===== config.mk =====
export PLATFORM = sky130hd
export DESIGN_NAME = virtual_region_allocator_flat
export DESIGN_NICKNAME = d
export VERILOG_FILES = /design/src/rtl/vra_pkg.sv /design/src/rtl/vra_req_if.sv /design/src/rtl/vra_rsp_if.sv /design/src/rtl/virtual_region_allocator.sv /design/src/rtl/vra_ram.sv /design/src/rtl/vra_csr.sv /design/src/flat_wrapper.sv
export VERILOG_INCLUDE_DIRS = /design/src /design/src/rtl
export SDC_FILE = /design/constraint.sdc
export NUM_CORES = 2
export LEC_CHECK = 0
export BUFFER_PORTS_ARGS = -buffer_cell sky130_fd_sc_hd__buf_2
export CAP_MARGIN = 0
export CORE_ASPECT_RATIO = 1.5
export CORE_UTILIZATION = 25
export DETAILED_ROUTE_END_ITERATION = 10
export GPL_TIMING_DRIVEN = 0
export PLACE_DENSITY_LB_ADDON = 0.1
export REMOVE_ABC_BUFFERS = 1
export SKIP_CTS_REPAIR_TIMING = 1
export SLEW_MARGIN = 20
export SYNTH_ARGS = -nofsm -noshare
export SYNTH_HDL_FRONTEND = slang
export SYNTH_HIERARCHICAL = 1
export SYNTH_SLANG_ARGS = --single-unit

===== constraint.sdc =====
create_clock -name clock -period 27.3 [get_ports clock]
set_clock_uncertainty 0.1 [all_clocks]
set_input_delay 2.73 -clock clock [delete_from_list [all_inputs] [get_ports clock]]
set_output_delay 2.73 -clock clock [all_outputs]
set_load 0.01 [all_outputs]

===== src/rtl/assert_macros.svh =====
// ---------------------------------------------------------------------------
// assert_macros.svh
// clocked assertion helpers for the region allocator rtl
// ---------------------------------------------------------------------------
`ifndef ASSERT_MACROS_SVH
`define ASSERT_MACROS_SVH

// expression holds at every edge outside reset
`define VRA_ASSERT(label, expr, msg) \
   label: assert property (@(posedge clock) disable iff (reset) (expr)) else $error(msg);

// antecedent implies consequent in the same cycle
`define VRA_IMPLY(label, ante, cons, msg) \
   label: assert property (@(posedge clock) disable iff (reset) (ante) |-> (cons)) \
      else $error(msg);

// antecedent implies consequent in the next cycle
`define VRA_NEXT(label, ante, cons, msg) \
   label: assert property (@(posedge clock) disable iff (reset) (ante) |=> (cons)) \
      else $error(msg);

`endif


===== src/rtl/vra_pkg.sv =====
// ---------------------------------------------------------------------------
// vra_pkg
// shared constants, types and codes of the virtual region allocator
// ---------------------------------------------------------------------------
package vra_pkg;

   localparam int MAX_REGIONS = 64;
   localparam int PAGE_BYTES  = 4096;

   localparam int PAGE_SHIFT = $clog2(PAGE_BYTES);
   localparam int IDX_W      = $clog2(MAX_REGIONS);
   localparam int CNT_W      = $clog2(MAX_REGIONS + 1);
   localparam int ADDR_W     = 32;
   localparam int PAGES_W    = 21;
   localparam int NEED_W     = ADDR_W - PAGE_SHIFT + 1;
   localparam int SUM_W      = ((NEED_W > PAGES_W) ? NEED_W : PAGES_W) + 1;
   localparam int ENTRY_W    = ADDR_W + PAGES_W;

   localparam int NUM_REGS   = 2;
   localparam int CSR_DATA_W = 32;
   localparam int CSR_ADDR_W = $clog2(4 * NUM_REGS);
   localparam int REG_SEL_W  = CSR_ADDR_W - 2;

   localparam logic [REG_SEL_W-1:0] REG_POOL_BASE  = REG_SEL_W'(0);
   localparam logic [REG_SEL_W-1:0] REG_POOL_BYTES = REG_SEL_W'(1);

   localparam logic [1:0] OP_ALLOCATE = 2'd0;
   localparam logic [1:0] OP_RELEASE  = 2'd1;
   localparam logic [1:0] OP_CHECK    = 2'd2;

   typedef enum logic [1:0] {
      STATUS_OK         = 2'd0,
      STATUS_NO_SPACE   = 2'd1,
      STATUS_TABLE_FULL = 2'd2,
      STATUS_NOT_FOUND  = 2'd3
   } status_type;

   typedef enum logic [2:0] {
      ST_IDLE,
      ST_EXEC,
      ST_ALLOC_WR,
      ST_SCAN,
      ST_SHIFT,
      ST_FINISH
   } state_type;

   typedef struct packed {
      logic [ADDR_W-1:0] pool_base;
      logic [ADDR_W-1:0] pool_bytes;
   } pool_cfg_type;

endpackage


===== src/rtl/vra_req_if.sv =====
// ---------------------------------------------------------------------------
// vra_req_if
// request channel of the region allocator: operation and its operands
// ---------------------------------------------------------------------------
interface vra_req_if import vra_pkg::*; ();
   logic              valid;
   logic              ready;
   logic [1:0]        operation;
   logic [ADDR_W-1:0] request_bytes;
   logic [ADDR_W-1:0] target_address;

   modport source (output valid, output operation, output request_bytes,
                   output target_address, input ready);
   modport sink   (input valid, input operation, input request_bytes,
                   input target_address, output ready);
endinterface


===== src/rtl/vra_rsp_if.sv =====
// ---------------------------------------------------------------------------
// vra_rsp_if
// response channel of the region allocator
// ---------------------------------------------------------------------------
interface vra_rsp_if import vra_pkg::*; ();
   logic               valid;
   logic               ready;
   logic [1:0]         status;
   logic [ADDR_W-1:0]  region_address;
   logic [PAGES_W-1:0] page_count;
   logic               is_inside;

   modport source (output valid, output status, output region_address,
                   output page_count, output is_inside, input ready);
   modport sink   (input valid, input status, input region_address,
                   input page_count, input is_inside, output ready);
endinterface


===== src/rtl/virtual_region_allocator.sv =====
// ---------------------------------------------------------------------------
// virtual_region_allocator
// bump pointer region allocator over a virtual pool with a region table
// ---------------------------------------------------------------------------
// One request is worked on at a time; a new request is taken while the
// previous response still waits on the response channel. A check or an
// unused operation goes from the execute state straight to the finish
// state, as does a failed allocate or one on an empty table; any other
// allocate reads the last table entry and then writes the new one. A
// release scans the table and, on a hit, moves the entries above it down
// by one: the table lives in one RAM with a single read port, so the
// search walks it one entry per cycle and the entries above the hit are
// then moved down one per cycle. The table needs no clearing after reset.
`include "assert_macros.svh"

module virtual_region_allocator import vra_pkg::*; (
   input  logic                  clock,
   input  logic                  reset,
   vra_req_if.sink               req_if,
   vra_rsp_if.source             rsp_if,
   input  logic                  psel,
   input  logic                  penable,
   input  logic                  pwrite,
   input  logic [CSR_ADDR_W-1:0] paddr,
   input  logic [CSR_DATA_W-1:0] pwdata,
   output logic [CSR_DATA_W-1:0] prdata,
   output logic                  pready
);

   pool_cfg_type cfg;

   state_type          state_ff, state_in;
   logic [1:0]         op_ff, op_in;
   logic [ADDR_W-1:0]  bytes_ff, bytes_in;
   logic [ADDR_W-1:0]  addr_ff, addr_in;
   logic [CNT_W-1:0]   count_ff, count_in;
   logic [NEED_W-1:0]  used_ff, used_in;
   logic [CNT_W-1:0]   ptr_ff, ptr_in;
   logic               pend_ff, pend_in;
   logic [CNT_W-1:0]   rd_idx_ff, rd_idx_in;
   logic               found_ff, found_in;
   logic [CNT_W-1:0]   hit_ff, hit_in;
   logic [ADDR_W-1:0]  hit_start_ff, hit_start_in;
   logic [PAGES_W-1:0] hit_pages_ff, hit_pages_in;
   status_type         res_status_ff, res_status_in;
   logic [ADDR_W-1:0]  res_addr_ff, res_addr_in;
   logic [PAGES_W-1:0] res_pages_ff, res_pages_in;
   logic               res_inside_ff, res_inside_in;
   logic               rsp_valid_ff, rsp_valid_in;
   logic [1:0]         rsp_status_ff, rsp_status_in;
   logic [ADDR_W-1:0]  rsp_addr_ff, rsp_addr_in;
   logic [PAGES_W-1:0] rsp_pages_ff, rsp_pages_in;
   logic               rsp_inside_ff, rsp_inside_in;

   logic               mem_wr_en;
   logic [IDX_W-1:0]   mem_wr_addr;
   logic [ENTRY_W-1:0] mem_wr_data;
   logic               mem_rd_en;
   logic [IDX_W-1:0]   mem_rd_addr;
   logic [ENTRY_W-1:0] mem_rd_data;
   logic [ADDR_W-1:0]  rd_start;
   logic [PAGES_W-1:0] rd_pages;

   logic                accept;
   logic [ADDR_W:0]     bytes_round;
   logic [NEED_W-1:0]   need;
   logic [NEED_W-2:0]   capacity;
   logic                no_space;
   logic                table_full;
   logic                addr_in_pool;
   logic [ADDR_W-1:0]   tail_start;
   logic [ADDR_W-1:0]   first_start;
   logic                issue;
   logic                match;
   logic                scan_done;
   logic                shift_done;
   logic [SUM_W-1:0]    used_ext;
   logic [SUM_W-1:0]    free_ext;
   logic [NEED_W-1:0]   used_after_release;
   logic                out_free;

   vra_csr u_csr (
      .clock   (clock),
      .reset   (reset),
      .psel    (psel),
      .penable (penable),
      .pwrite  (pwrite),
      .paddr   (paddr),
      .pwdata  (pwdata),
      .prdata  (prdata),
      .pready  (pready),
      .cfg     (cfg)
   );

   vra_ram #(
      .WIDTH (ENTRY_W),
      .DEPTH (MAX_REGIONS)
   ) u_table (
      .clock   (clock),
      .wr_en   (mem_wr_en),
      .wr_addr (mem_wr_addr),
      .wr_data (mem_wr_data),
      .rd_en   (mem_rd_en),
      .rd_addr (mem_rd_addr),
      .rd_data (mem_rd_data)
   );

   assign rd_start = mem_rd_data[ENTRY_W-1:PAGES_W];
   assign rd_pages = mem_rd_data[PAGES_W-1:0];

   assign req_if.ready = (state_ff == ST_IDLE);
   assign accept       = req_if.valid && req_if.ready;

   // page rounding and capacity test
   assign bytes_round = {1'b0, bytes_ff} + (ADDR_W + 1)'(PAGE_BYTES - 1);
   assign need        = bytes_round[ADDR_W:PAGE_SHIFT];
   assign capacity    = cfg.pool_bytes[ADDR_W-1:PAGE_SHIFT];
   assign no_space    = (SUM_W'(used_ff) + SUM_W'(need)) > SUM_W'(capacity);
   assign table_full  = (count_ff == CNT_W'(MAX_REGIONS));

   assign addr_in_pool = (addr_ff >= cfg.pool_base) &&
                   ({1'b0, addr_ff} <= ({1'b0, cfg.pool_base} + {1'b0, cfg.pool_bytes}));

   assign first_start = cfg.pool_base + ADDR_W'(PAGE_BYTES);
   assign tail_start  = rd_start + ADDR_W'({{ADDR_W{1'b0}}, rd_pages} << PAGE_SHIFT);

   assign issue      = (ptr_ff < count_ff);
   assign match      = pend_ff && (rd_start == addr_ff);
   assign scan_done  = pend_ff && (rd_idx_ff == (count_ff - CNT_W'(1)));
   assign shift_done = !issue && !pend_ff;

   assign used_ext           = SUM_W'(used_ff);
   assign free_ext           = SUM_W'(hit_pages_ff);
   assign used_after_release = (used_ext > free_ext) ? NEED_W'(used_ext - free_ext) : '0;

   assign out_free = !rsp_valid_ff || rsp_if.ready;

   // next state
   always_comb begin
      state_in = state_ff;
      case (state_ff)
         ST_IDLE: begin
            if (accept) state_in = ST_EXEC;
         end
         ST_EXEC: begin
            case (op_ff)
               OP_ALLOCATE: begin
                  if (!no_space && !table_full && (count_ff != '0)) begin
                     state_in = ST_ALLOC_WR;
                  end else begin
                     state_in = ST_FINISH;
                  end
               end
               OP_RELEASE: begin
                  state_in = (count_ff == '0) ? ST_FINISH : ST_SCAN;
               end
               default: state_in = ST_FINISH;
            endcase
         end
         ST_ALLOC_WR: state_in = ST_FINISH;
         ST_SCAN: begin
            if (scan_done) state_in = (found_ff || match) ? ST_SHIFT : ST_FINISH;
         end
         ST_SHIFT: begin
            if (shift_done) state_in = ST_FINISH;
         end
         ST_FINISH: begin
            if (out_free) state_in = ST_IDLE;
         end
         default: state_in = ST_IDLE;
      endcase
   end

   // datapath and table control
   always_comb begin
      op_in         = op_ff;
      bytes_in      = bytes_ff;
      addr_in       = addr_ff;
      count_in      = count_ff;
      used_in       = used_ff;
      ptr_in        = ptr_ff;
      pend_in       = 1'b0;
      rd_idx_in     = rd_idx_ff;
      found_in      = found_ff;
      hit_in        = hit_ff;
      hit_start_in  = hit_start_ff;
      hit_pages_in  = hit_pages_ff;
      res_status_in = res_status_ff;
      res_addr_in   = res_addr_ff;
      res_pages_in  = res_pages_ff;
      res_inside_in = res_inside_ff;
      rsp_status_in = rsp_status_ff;
      rsp_addr_in   = rsp_addr_ff;
      rsp_pages_in  = rsp_pages_ff;
      rsp_inside_in = rsp_inside_ff;
      rsp_valid_in  = rsp_if.ready ? 1'b0 : rsp_valid_ff;
      mem_wr_en     = 1'b0;
      mem_wr_addr   = IDX_W'(count_ff);
      mem_wr_data   = {first_start, PAGES_W'(need)};
      mem_rd_en     = 1'b0;
      mem_rd_addr   = IDX_W'(ptr_ff);

      case (state_ff)
         ST_IDLE: begin
            if (accept) begin
               op_in    = req_if.operation;
               bytes_in = req_if.request_bytes;
               addr_in  = req_if.target_address;
            end
         end
         ST_EXEC: begin
            res_status_in = STATUS_OK;
            res_addr_in   = '0;
            res_pages_in  = '0;
            res_inside_in = 1'b0;
            ptr_in        = '0;
            found_in      = 1'b0;
            case (op_ff)
               OP_ALLOCATE: begin
                  if (no_space) begin
                     res_status_in = STATUS_NO_SPACE;
                  end else if (table_full) begin
                     res_status_in = STATUS_TABLE_FULL;
                  end else if (count_ff == '0) begin
                     mem_wr_en    = 1'b1;
                     count_in     = count_ff + CNT_W'(1);
                     used_in      = used_ff + need;
                     res_addr_in  = first_start;
                     res_pages_in = PAGES_W'(need);
                  end else begin
                     // fetch the last entry to find the end of the table
                     mem_rd_en   = 1'b1;
                     mem_rd_addr = IDX_W'(count_ff - CNT_W'(1));
                  end
               end
               OP_RELEASE: begin
                  if (count_ff == '0) res_status_in = STATUS_NOT_FOUND;
               end
               OP_CHECK: res_inside_in = addr_in_pool;
               default: ;
            endcase
         end
         ST_ALLOC_WR: begin
            mem_wr_en    = 1'b1;
            mem_wr_data  = {tail_start, PAGES_W'(need)};
            count_in     = count_ff + CNT_W'(1);
            used_in      = used_ff + need;
            res_addr_in  = tail_start;
            res_pages_in = PAGES_W'(need);
         end
         ST_SCAN: begin
            if (issue) begin
               mem_rd_en = 1'b1;
               ptr_in    = ptr_ff + CNT_W'(1);
               pend_in   = 1'b1;
               rd_idx_in = ptr_ff;
            end
            // later matches win, so the last matching entry is kept
            if (match) begin
               found_in     = 1'b1;
               hit_in       = rd_idx_ff;
               hit_start_in = rd_start;
               hit_pages_in = rd_pages;
            end
            if (scan_done) begin
               pend_in = 1'b0;
               if (found_ff || match) begin
                  ptr_in = (match ? rd_idx_ff : hit_ff) + CNT_W'(1);
               end else begin
                  res_status_in = STATUS_NOT_FOUND;
               end
            end
         end
         ST_SHIFT: begin
            if (issue) begin
               mem_rd_en = 1'b1;
               ptr_in    = ptr_ff + CNT_W'(1);
               pend_in   = 1'b1;
               rd_idx_in = ptr_ff;
            end
            // entry read last cycle moves down by one
            if (pend_ff) begin
               mem_wr_en   = 1'b1;
               mem_wr_addr = IDX_W'(rd_idx_ff - CNT_W'(1));
               mem_wr_data = mem_rd_data;
            end
            if (shift_done) begin
               count_in      = count_ff - CNT_W'(1);
               used_in       = used_after_release;
               res_status_in = STATUS_OK;
               res_addr_in   = hit_start_ff;
               res_pages_in  = hit_pages_ff;
            end
         end
         ST_FINISH: begin
            if (out_free) begin
               rsp_valid_in  = 1'b1;
               rsp_status_in = res_status_ff;
               rsp_addr_in   = res_addr_ff;
               rsp_pages_in  = res_pages_ff;
               rsp_inside_in = res_inside_ff;
            end
         end
         default: ;
      endcase
   end

   always_ff @(posedge clock) begin
      if (reset) begin
         state_ff     <= ST_IDLE;
         count_ff     <= '0;
         used_ff      <= NEED_W'(1);
         pend_ff      <= 1'b0;
         rsp_valid_ff <= 1'b0;
      end else begin
         state_ff     <= state_in;
         count_ff     <= count_in;
         used_ff      <= used_in;
         pend_ff      <= pend_in;
         rsp_valid_ff <= rsp_valid_in;
      end
   end

   always_ff @(posedge clock) begin
      op_ff         <= op_in;
      bytes_ff      <= bytes_in;
      addr_ff       <= addr_in;
      ptr_ff        <= ptr_in;
      rd_idx_ff     <= rd_idx_in;
      found_ff      <= found_in;
      hit_ff        <= hit_in;
      hit_start_ff  <= hit_start_in;
      hit_pages_ff  <= hit_pages_in;
      res_status_ff <= res_status_in;
      res_addr_ff   <= res_addr_in;
      res_pages_ff  <= res_pages_in;
      res_inside_ff <= res_inside_in;
      rsp_status_ff <= rsp_status_in;
      rsp_addr_ff   <= rsp_addr_in;
      rsp_pages_ff  <= rsp_pages_in;
      rsp_inside_ff <= rsp_inside_in;
   end

   assign rsp_if.valid          = rsp_valid_ff;
   assign rsp_if.status         = rsp_status_ff;
   assign rsp_if.region_address = rsp_addr_ff;
   assign rsp_if.page_count     = rsp_pages_ff;
   assign rsp_if.is_inside      = rsp_inside_ff;

   `VRA_ASSERT(a_count_range, count_ff <= CNT_W'(MAX_REGIONS), "region count above table depth")
   `VRA_ASSERT(a_used_nonzero, used_ff != '0, "table page no longer counted as used")
   `VRA_IMPLY(a_rsp_from_finish, $rose(rsp_valid_ff), $past(state_ff) == ST_FINISH,
              "response raised outside finish")
   `VRA_IMPLY(a_shift_in_table, (state_ff == ST_SHIFT) && pend_ff,
              (rd_idx_ff != '0) && (rd_idx_ff < count_ff), "shift write outside table")
   `VRA_NEXT(a_release_shrinks, (state_ff == ST_SHIFT) && shift_done,
             count_ff == ($past(count_ff) - CNT_W'(1)), "release did not drop one region")

endmodule


===== src/rtl/vra_ram.sv =====
// ---------------------------------------------------------------------------
// vra_ram
// generic simple dual port ram, one write and one registered read port
// ---------------------------------------------------------------------------
module vra_ram #(
   parameter int WIDTH = 8,
   parameter int DEPTH = 16
) (
   input  logic                     clock,
   input  logic                     wr_en,
   input  logic [$clog2(DEPTH)-1:0] wr_addr,
   input  logic [WIDTH-1:0]         wr_data,
   input  logic                     rd_en,
   input  logic [$clog2(DEPTH)-1:0] rd_addr,
   output logic [WIDTH-1:0]         rd_data
);

   logic [WIDTH-1:0] mem_ff [DEPTH];
   logic [WIDTH-1:0] rd_data_ff;

   always_ff @(posedge clock) begin
      if (wr_en) begin
         mem_ff[wr_addr] <= wr_data;
      end
      if (rd_en) begin
         rd_data_ff <= mem_ff[rd_addr];
      end
   end

   assign rd_data = rd_data_ff;

endmodule


===== src/rtl/vra_csr.sv =====
// ---------------------------------------------------------------------------
// vra_csr
// apb register file holding the pool base and pool size
// ---------------------------------------------------------------------------
module vra_csr import vra_pkg::*; (
   input  logic                  clock,
   input  logic                  reset,
   input  logic                  psel,
   input  logic                  penable,
   input  logic                  pwrite,
   input  logic [CSR_ADDR_W-1:0] paddr,
   input  logic [CSR_DATA_W-1:0] pwdata,
   output logic [CSR_DATA_W-1:0] prdata,
   output logic                  pready,
   output pool_cfg_type          cfg
);

   logic [ADDR_W-1:0]    pool_base_ff, pool_base_in;
   logic [ADDR_W-1:0]    pool_bytes_ff, pool_bytes_in;
   logic                 wr_en;
   logic [REG_SEL_W-1:0] reg_sel;

   assign pready  = 1'b1;
   assign reg_sel = paddr[CSR_ADDR_W-1:2];
   assign wr_en   = psel && penable && pwrite && pready;

   always_comb begin
      pool_base_in  = pool_base_ff;
      pool_bytes_in = pool_bytes_ff;
      if (wr_en) begin
         case (reg_sel)
            REG_POOL_BASE:  pool_base_in  = pwdata;
            REG_POOL_BYTES: pool_bytes_in = pwdata;
            default: ;
         endcase
      end
   end

   always_comb begin
      case (reg_sel)
         REG_POOL_BASE:  prdata = pool_base_ff;
         REG_POOL_BYTES: prdata = pool_bytes_ff;
         default:        prdata = '0;
      endcase
   end

   always_ff @(posedge clock) begin
      if (reset) begin
         pool_base_ff  <= '0;
         pool_bytes_ff <= '0;
      end else begin
         pool_base_ff  <= pool_base_in;
         pool_bytes_ff <= pool_bytes_in;
      end
   end

   assign cfg.pool_base  = pool_base_ff;
   assign cfg.pool_bytes = pool_bytes_ff;

endmodule


===== src/flat_wrapper.sv =====
// flat-port wrapper written by rule: the top's interface ports become plain ports
module virtual_region_allocator_flat import vra_pkg::*;
  (clock, reset, psel, penable, pwrite, paddr, pwdata, prdata, pready, req_if_valid, req_if_operation, req_if_request_bytes, req_if_target_address, req_if_ready, rsp_if_valid, rsp_if_status, rsp_if_region_address, rsp_if_page_count, rsp_if_is_inside, rsp_if_ready);
  vra_req_if req_if_i ();
  vra_rsp_if rsp_if_i ();
  input  logic clock;
  input  logic reset;
  input  logic psel;
  input  logic penable;
  input  logic pwrite;
  input  logic [CSR_ADDR_W-1:0] paddr;
  input  logic [CSR_DATA_W-1:0] pwdata;
  output logic [CSR_DATA_W-1:0] prdata;
  output logic pready;
  input wire logic [$bits(req_if_i.valid)-1:0] req_if_valid;
  input wire logic [$bits(req_if_i.operation)-1:0] req_if_operation;
  input wire logic [$bits(req_if_i.request_bytes)-1:0] req_if_request_bytes;
  input wire logic [$bits(req_if_i.target_address)-1:0] req_if_target_address;
  output wire logic [$bits(req_if_i.ready)-1:0] req_if_ready;
  output wire logic [$bits(rsp_if_i.valid)-1:0] rsp_if_valid;
  output wire logic [$bits(rsp_if_i.status)-1:0] rsp_if_status;
  output wire logic [$bits(rsp_if_i.region_address)-1:0] rsp_if_region_address;
  output wire logic [$bits(rsp_if_i.page_count)-1:0] rsp_if_page_count;
  output wire logic [$bits(rsp_if_i.is_inside)-1:0] rsp_if_is_inside;
  input wire logic [$bits(rsp_if_i.ready)-1:0] rsp_if_ready;
  assign req_if_i.valid = req_if_valid;
  assign req_if_i.operation = req_if_operation;
  assign req_if_i.request_bytes = req_if_request_bytes;
  assign req_if_i.target_address = req_if_target_address;
  assign req_if_ready = req_if_i.ready;
  assign rsp_if_valid = rsp_if_i.valid;
  assign rsp_if_status = rsp_if_i.status;
  assign rsp_if_region_address = rsp_if_i.region_address;
  assign rsp_if_page_count = rsp_if_i.page_count;
  assign rsp_if_is_inside = rsp_if_i.is_inside;
  assign rsp_if_i.ready = rsp_if_ready;
  virtual_region_allocator u_core (.clock(clock), .reset(reset), .req_if(req_if_i), .rsp_if(rsp_if_i), .psel(psel), .penable(penable), .pwrite(pwrite), .paddr(paddr), .pwdata(pwdata), .prdata(prdata), .pready(pready));
endmodule

==> metrics <==
GRT Total Usage 0.189; WL final 590000 µm; Reg power frac 0.383; largest net degree at the start of global routing 91; outcome completed; detailed placer's ending HPWL 429000 µm; max frequency 73.3 MHz; Seq/Total Area, Yosys 0.742; Comb pwr share 0.329; most frequent cells in the layout edfxtp_1 (3698), mux4_2 (846), clkbuf_16 (384); Initial Util 0.251; Warnings, synthesis 6; top_reg_cell synth edfxtp_1; Final Net Count 8850; Psw 0.00609 W; initial antenna violation count 39; CTS tree done; CP Buf/Inv Count 8; setup TNS 0 ns; Clk pwr share 0.288; Mapped Cells 7699; Worst Path Required 27.86 ns; fin. max-slew vios 0; FFs w/ async S/R, synth 0; #FFs+latches synth 3795; first-pass GRT wire length 788000 µm; peak supply drop 78.6 µV; commonest non-fill, non-tap cell in the layout edfxtp_1; crit-path leading delay family simple AND/OR/NAND/NOR gates; DR iter-0 viols 7684; clk sinks 3795; Setup Crit Path Kind reg2reg; drt via density 4.88; placed inst area 178000 µm²; area of the core 606000 µm²; Leak 59.8 nW; Unique masters post-synth 81; number of buffers added on ports 195; Crit Path Max Fanout 48; crit path DAT 14.21 ns; top cells by area, synth edfxtp_1 (73%), mux4_2 (13%), ha_1 (1.6%), dfxtp_1 (1.3%), mux2i_1 (0.86%); syn avg cell area 19.8 µm²; die area 612000 µm²; Final period util 0.500; total power 0.0184 W; layout cell share with drive strength beyond 1 0.283; setup violators final 0; Die Wd 639 µm; Clock Path Buffers 4; gr ovfl total 0; cell row count 350; power per cell area 96.6 nW/µm²; post-route antenna net violation count 0; RSZ-0062 raised after global routing no; vias in the first global route 86200; height of the die 958 µm; Critical Path Max Stage Delay 0.79 ns; max_slew headroom 0.221; drc violations 0; Clk pin slew, worst setup/hold paths 0.06 ns; Tmin final 13.65 ns; CP endpoint kind flip-flop; Int Power 0.0123 W; Syn-to-layout area delta 25.0%; Worst-Margin Slew 1.16 ns; Vias 82700; Root Buffer clkbuf_16; CTS buffer count 376; CP Launch Type flip-flop; Final Cell Area 190000 µm²; I/O pin count 199; mapped cell area 152000 µm²; area leader, netlist edfxtp_1; Hold WS 0.319 ns; CTS H-tree lvls 5; worst skew pair latency 1.03 ns; max-cap violations 0; Placer Congestion 0.827; Crit-path slowest cell a211oi_1; Yosys top cell area share 0.729; class of the worst hold path reg2reg; Crit path top cell by count buf_16; drt pass-1 iters 5; WL per Instance 34.8 µm; switch share 0.331; final hold viol count 0; Post-synth EDFFs 3698
[synth_stat cells, types with 9 or more instances]
| cell | count |
|---|---|
| o221ai_1 | 42 |
| o21ai_1 | 19 |
| nand3_1 | 66 |
| and2_1 | 12 |
| buf_6 | 25 |
| a221oi_1 | 98 |
| o31ai_1 | 9 |
| buf_2 | 93 |
| clkbuf_1 | 184 |
| nor4_1 | 16 |
| inv_1 | 151 |
| mux2i_1 | 131 |
| nand2b_1 | 118 |
| nor2b_1 | 27 |
| a22oi_1 | 93 |
| and3_1 | 16 |
| mux4_2 | 846 |
| mux2_2 | 38 |
| a21oi_1 | 218 |
| o22ai_1 | 125 |
| nor2_1 | 292 |
| nor3_1 | 62 |
| xnor2_1 | 124 |
| edfxtp_1 | 3698 |
| ha_1 | 190 |
| a31oi_1 | 18 |
| xor2_1 | 58 |
| buf_4 | 80 |
| or3_1 | 13 |
| o21ai_0 | 107 |
| dfxtp_1 | 97 |
| a22o_1 | 96 |
| buf_1 | 20 |
| o21a_1 | 11 |
| a211oi_1 | 83 |
| nand2_1 | 173 |
| o21bai_1 | 17 |
| o211ai_1 | 19 |
| a311oi_1 | 18 |
| nand4_1 | 45 |
| a21o_1 | 44 |
[sequential cells by signal (all words and copies together) (netlist names), 3 cells and up]
register / count
u_core/ptr_ff: 7
u_core/rsp_if.page_count: 21
u_core/bytes_ff: 32
u_core/state_ff: 3
u_core/hit_ff: 7
u_core/hit_start_ff: 32
u_core/rd_idx_ff: 7
u_core/u_table/mem_ff: 3392
u_core/addr_ff: 32
u_core/u_csr/pool_bytes_ff: 32
u_core/u_csr/pool_base_ff: 32
u_core/hit_pages_ff: 21
u_core/u_table/rd_data: 53
u_core/rsp_if.region_address: 32
u_core/res_pages_ff: 21
u_core/count_ff: 7
u_core/res_addr_ff: 32
u_core/used_ff: 21
[cells by family (layout without fill, tap and decap cells)]
kind of cell | after synthesis | count (layout) | synth area share
compound gates | 1058 | 1058 | 0.0480
simple gates | 894 | 894 | 0.0288
buf+inv | 560 | 1719 | 0.0180
fa+ha+maj | 194 | 194 | 0.0161
other cells | 1 | 9 | 0.0000246
flops | 3795 | 3795 | 0.742
mux | 1015 | 1015 | 0.137
xor+xnor | 182 | 182 | 0.0105
[power by group through the flow]
stage	clock network, W	registers, W	logic [W]
after floorplan	0	0.00703	0.00622
after global placement	0	0.00725	0.00889
after detailed placement	0	0.00716	0.00619
after CTS	0.00543	0.00704	0.00620
after global routing	0.00561	0.00704	0.00641
final	0.00529	0.00704	0.00605
[stage by stage]
step                 util  cells  setup slack, ns
floorplan               -   7291           -19.09
global placement    0.266  15600          -186.07
detailed placement  0.294  16300            13.03
CTS                 0.314  17000            12.99
global route        0.314  17000            12.75
finish              0.314  17000            13.65
[final timing paths]
| path | start | endpoint | slack, ns | cells past startpoint |
|---|---|---|---|---|
| setup / recovery | u_core/bytes_ff[8]$_DFFE_PP_ | u_core/u_table/rd_data[41]$_DFFE_PP_ | 13.65 | 36 |
| hold / removal | u_core/res_addr_ff[3]$_DFFE_PP_ | u_core/rsp_if.region_address[3]$_DFFE_PP_ | 0.32 | 0 |
| setup reg to reg | u_core/bytes_ff[8]$_DFFE_PP_ | u_core/u_table/rd_data[41]$_DFFE_PP_ | 13.65 | 36 |
| hold reg to reg | u_core/res_addr_ff[3]$_DFFE_PP_ | u_core/rsp_if.region_address[3]$_DFFE_PP_ | 0.32 | 0 |
[layer usage]
layer | up-vias | track usage | share of wire | wire length [µm]
met5 | - | 0 | 0.00011 | 64
met4 | 10 | 0.0510 | 0.030 | 17500
met3 | 616 | 0.0223 | 0.044 | 26200
met2 | 2446 | 0.338 | 0.51 | 303000
met1 | 46000 | 0.241 | 0.41 | 243000
li1 | 33700 | - | - | -
[final cells by class]
class                      count  area, µm²
sequential                  3795     113000
antenna                        8       20.0
clock buffer                 466       9970
inverter                     152        573
timing repair buffer         879      16400
multi-input combinational   3344      38100
fill                       58300     416000
tap                         8096      10100
clock inverter               222       2150
No activity file was read; power rests on OpenSTA's default activity.
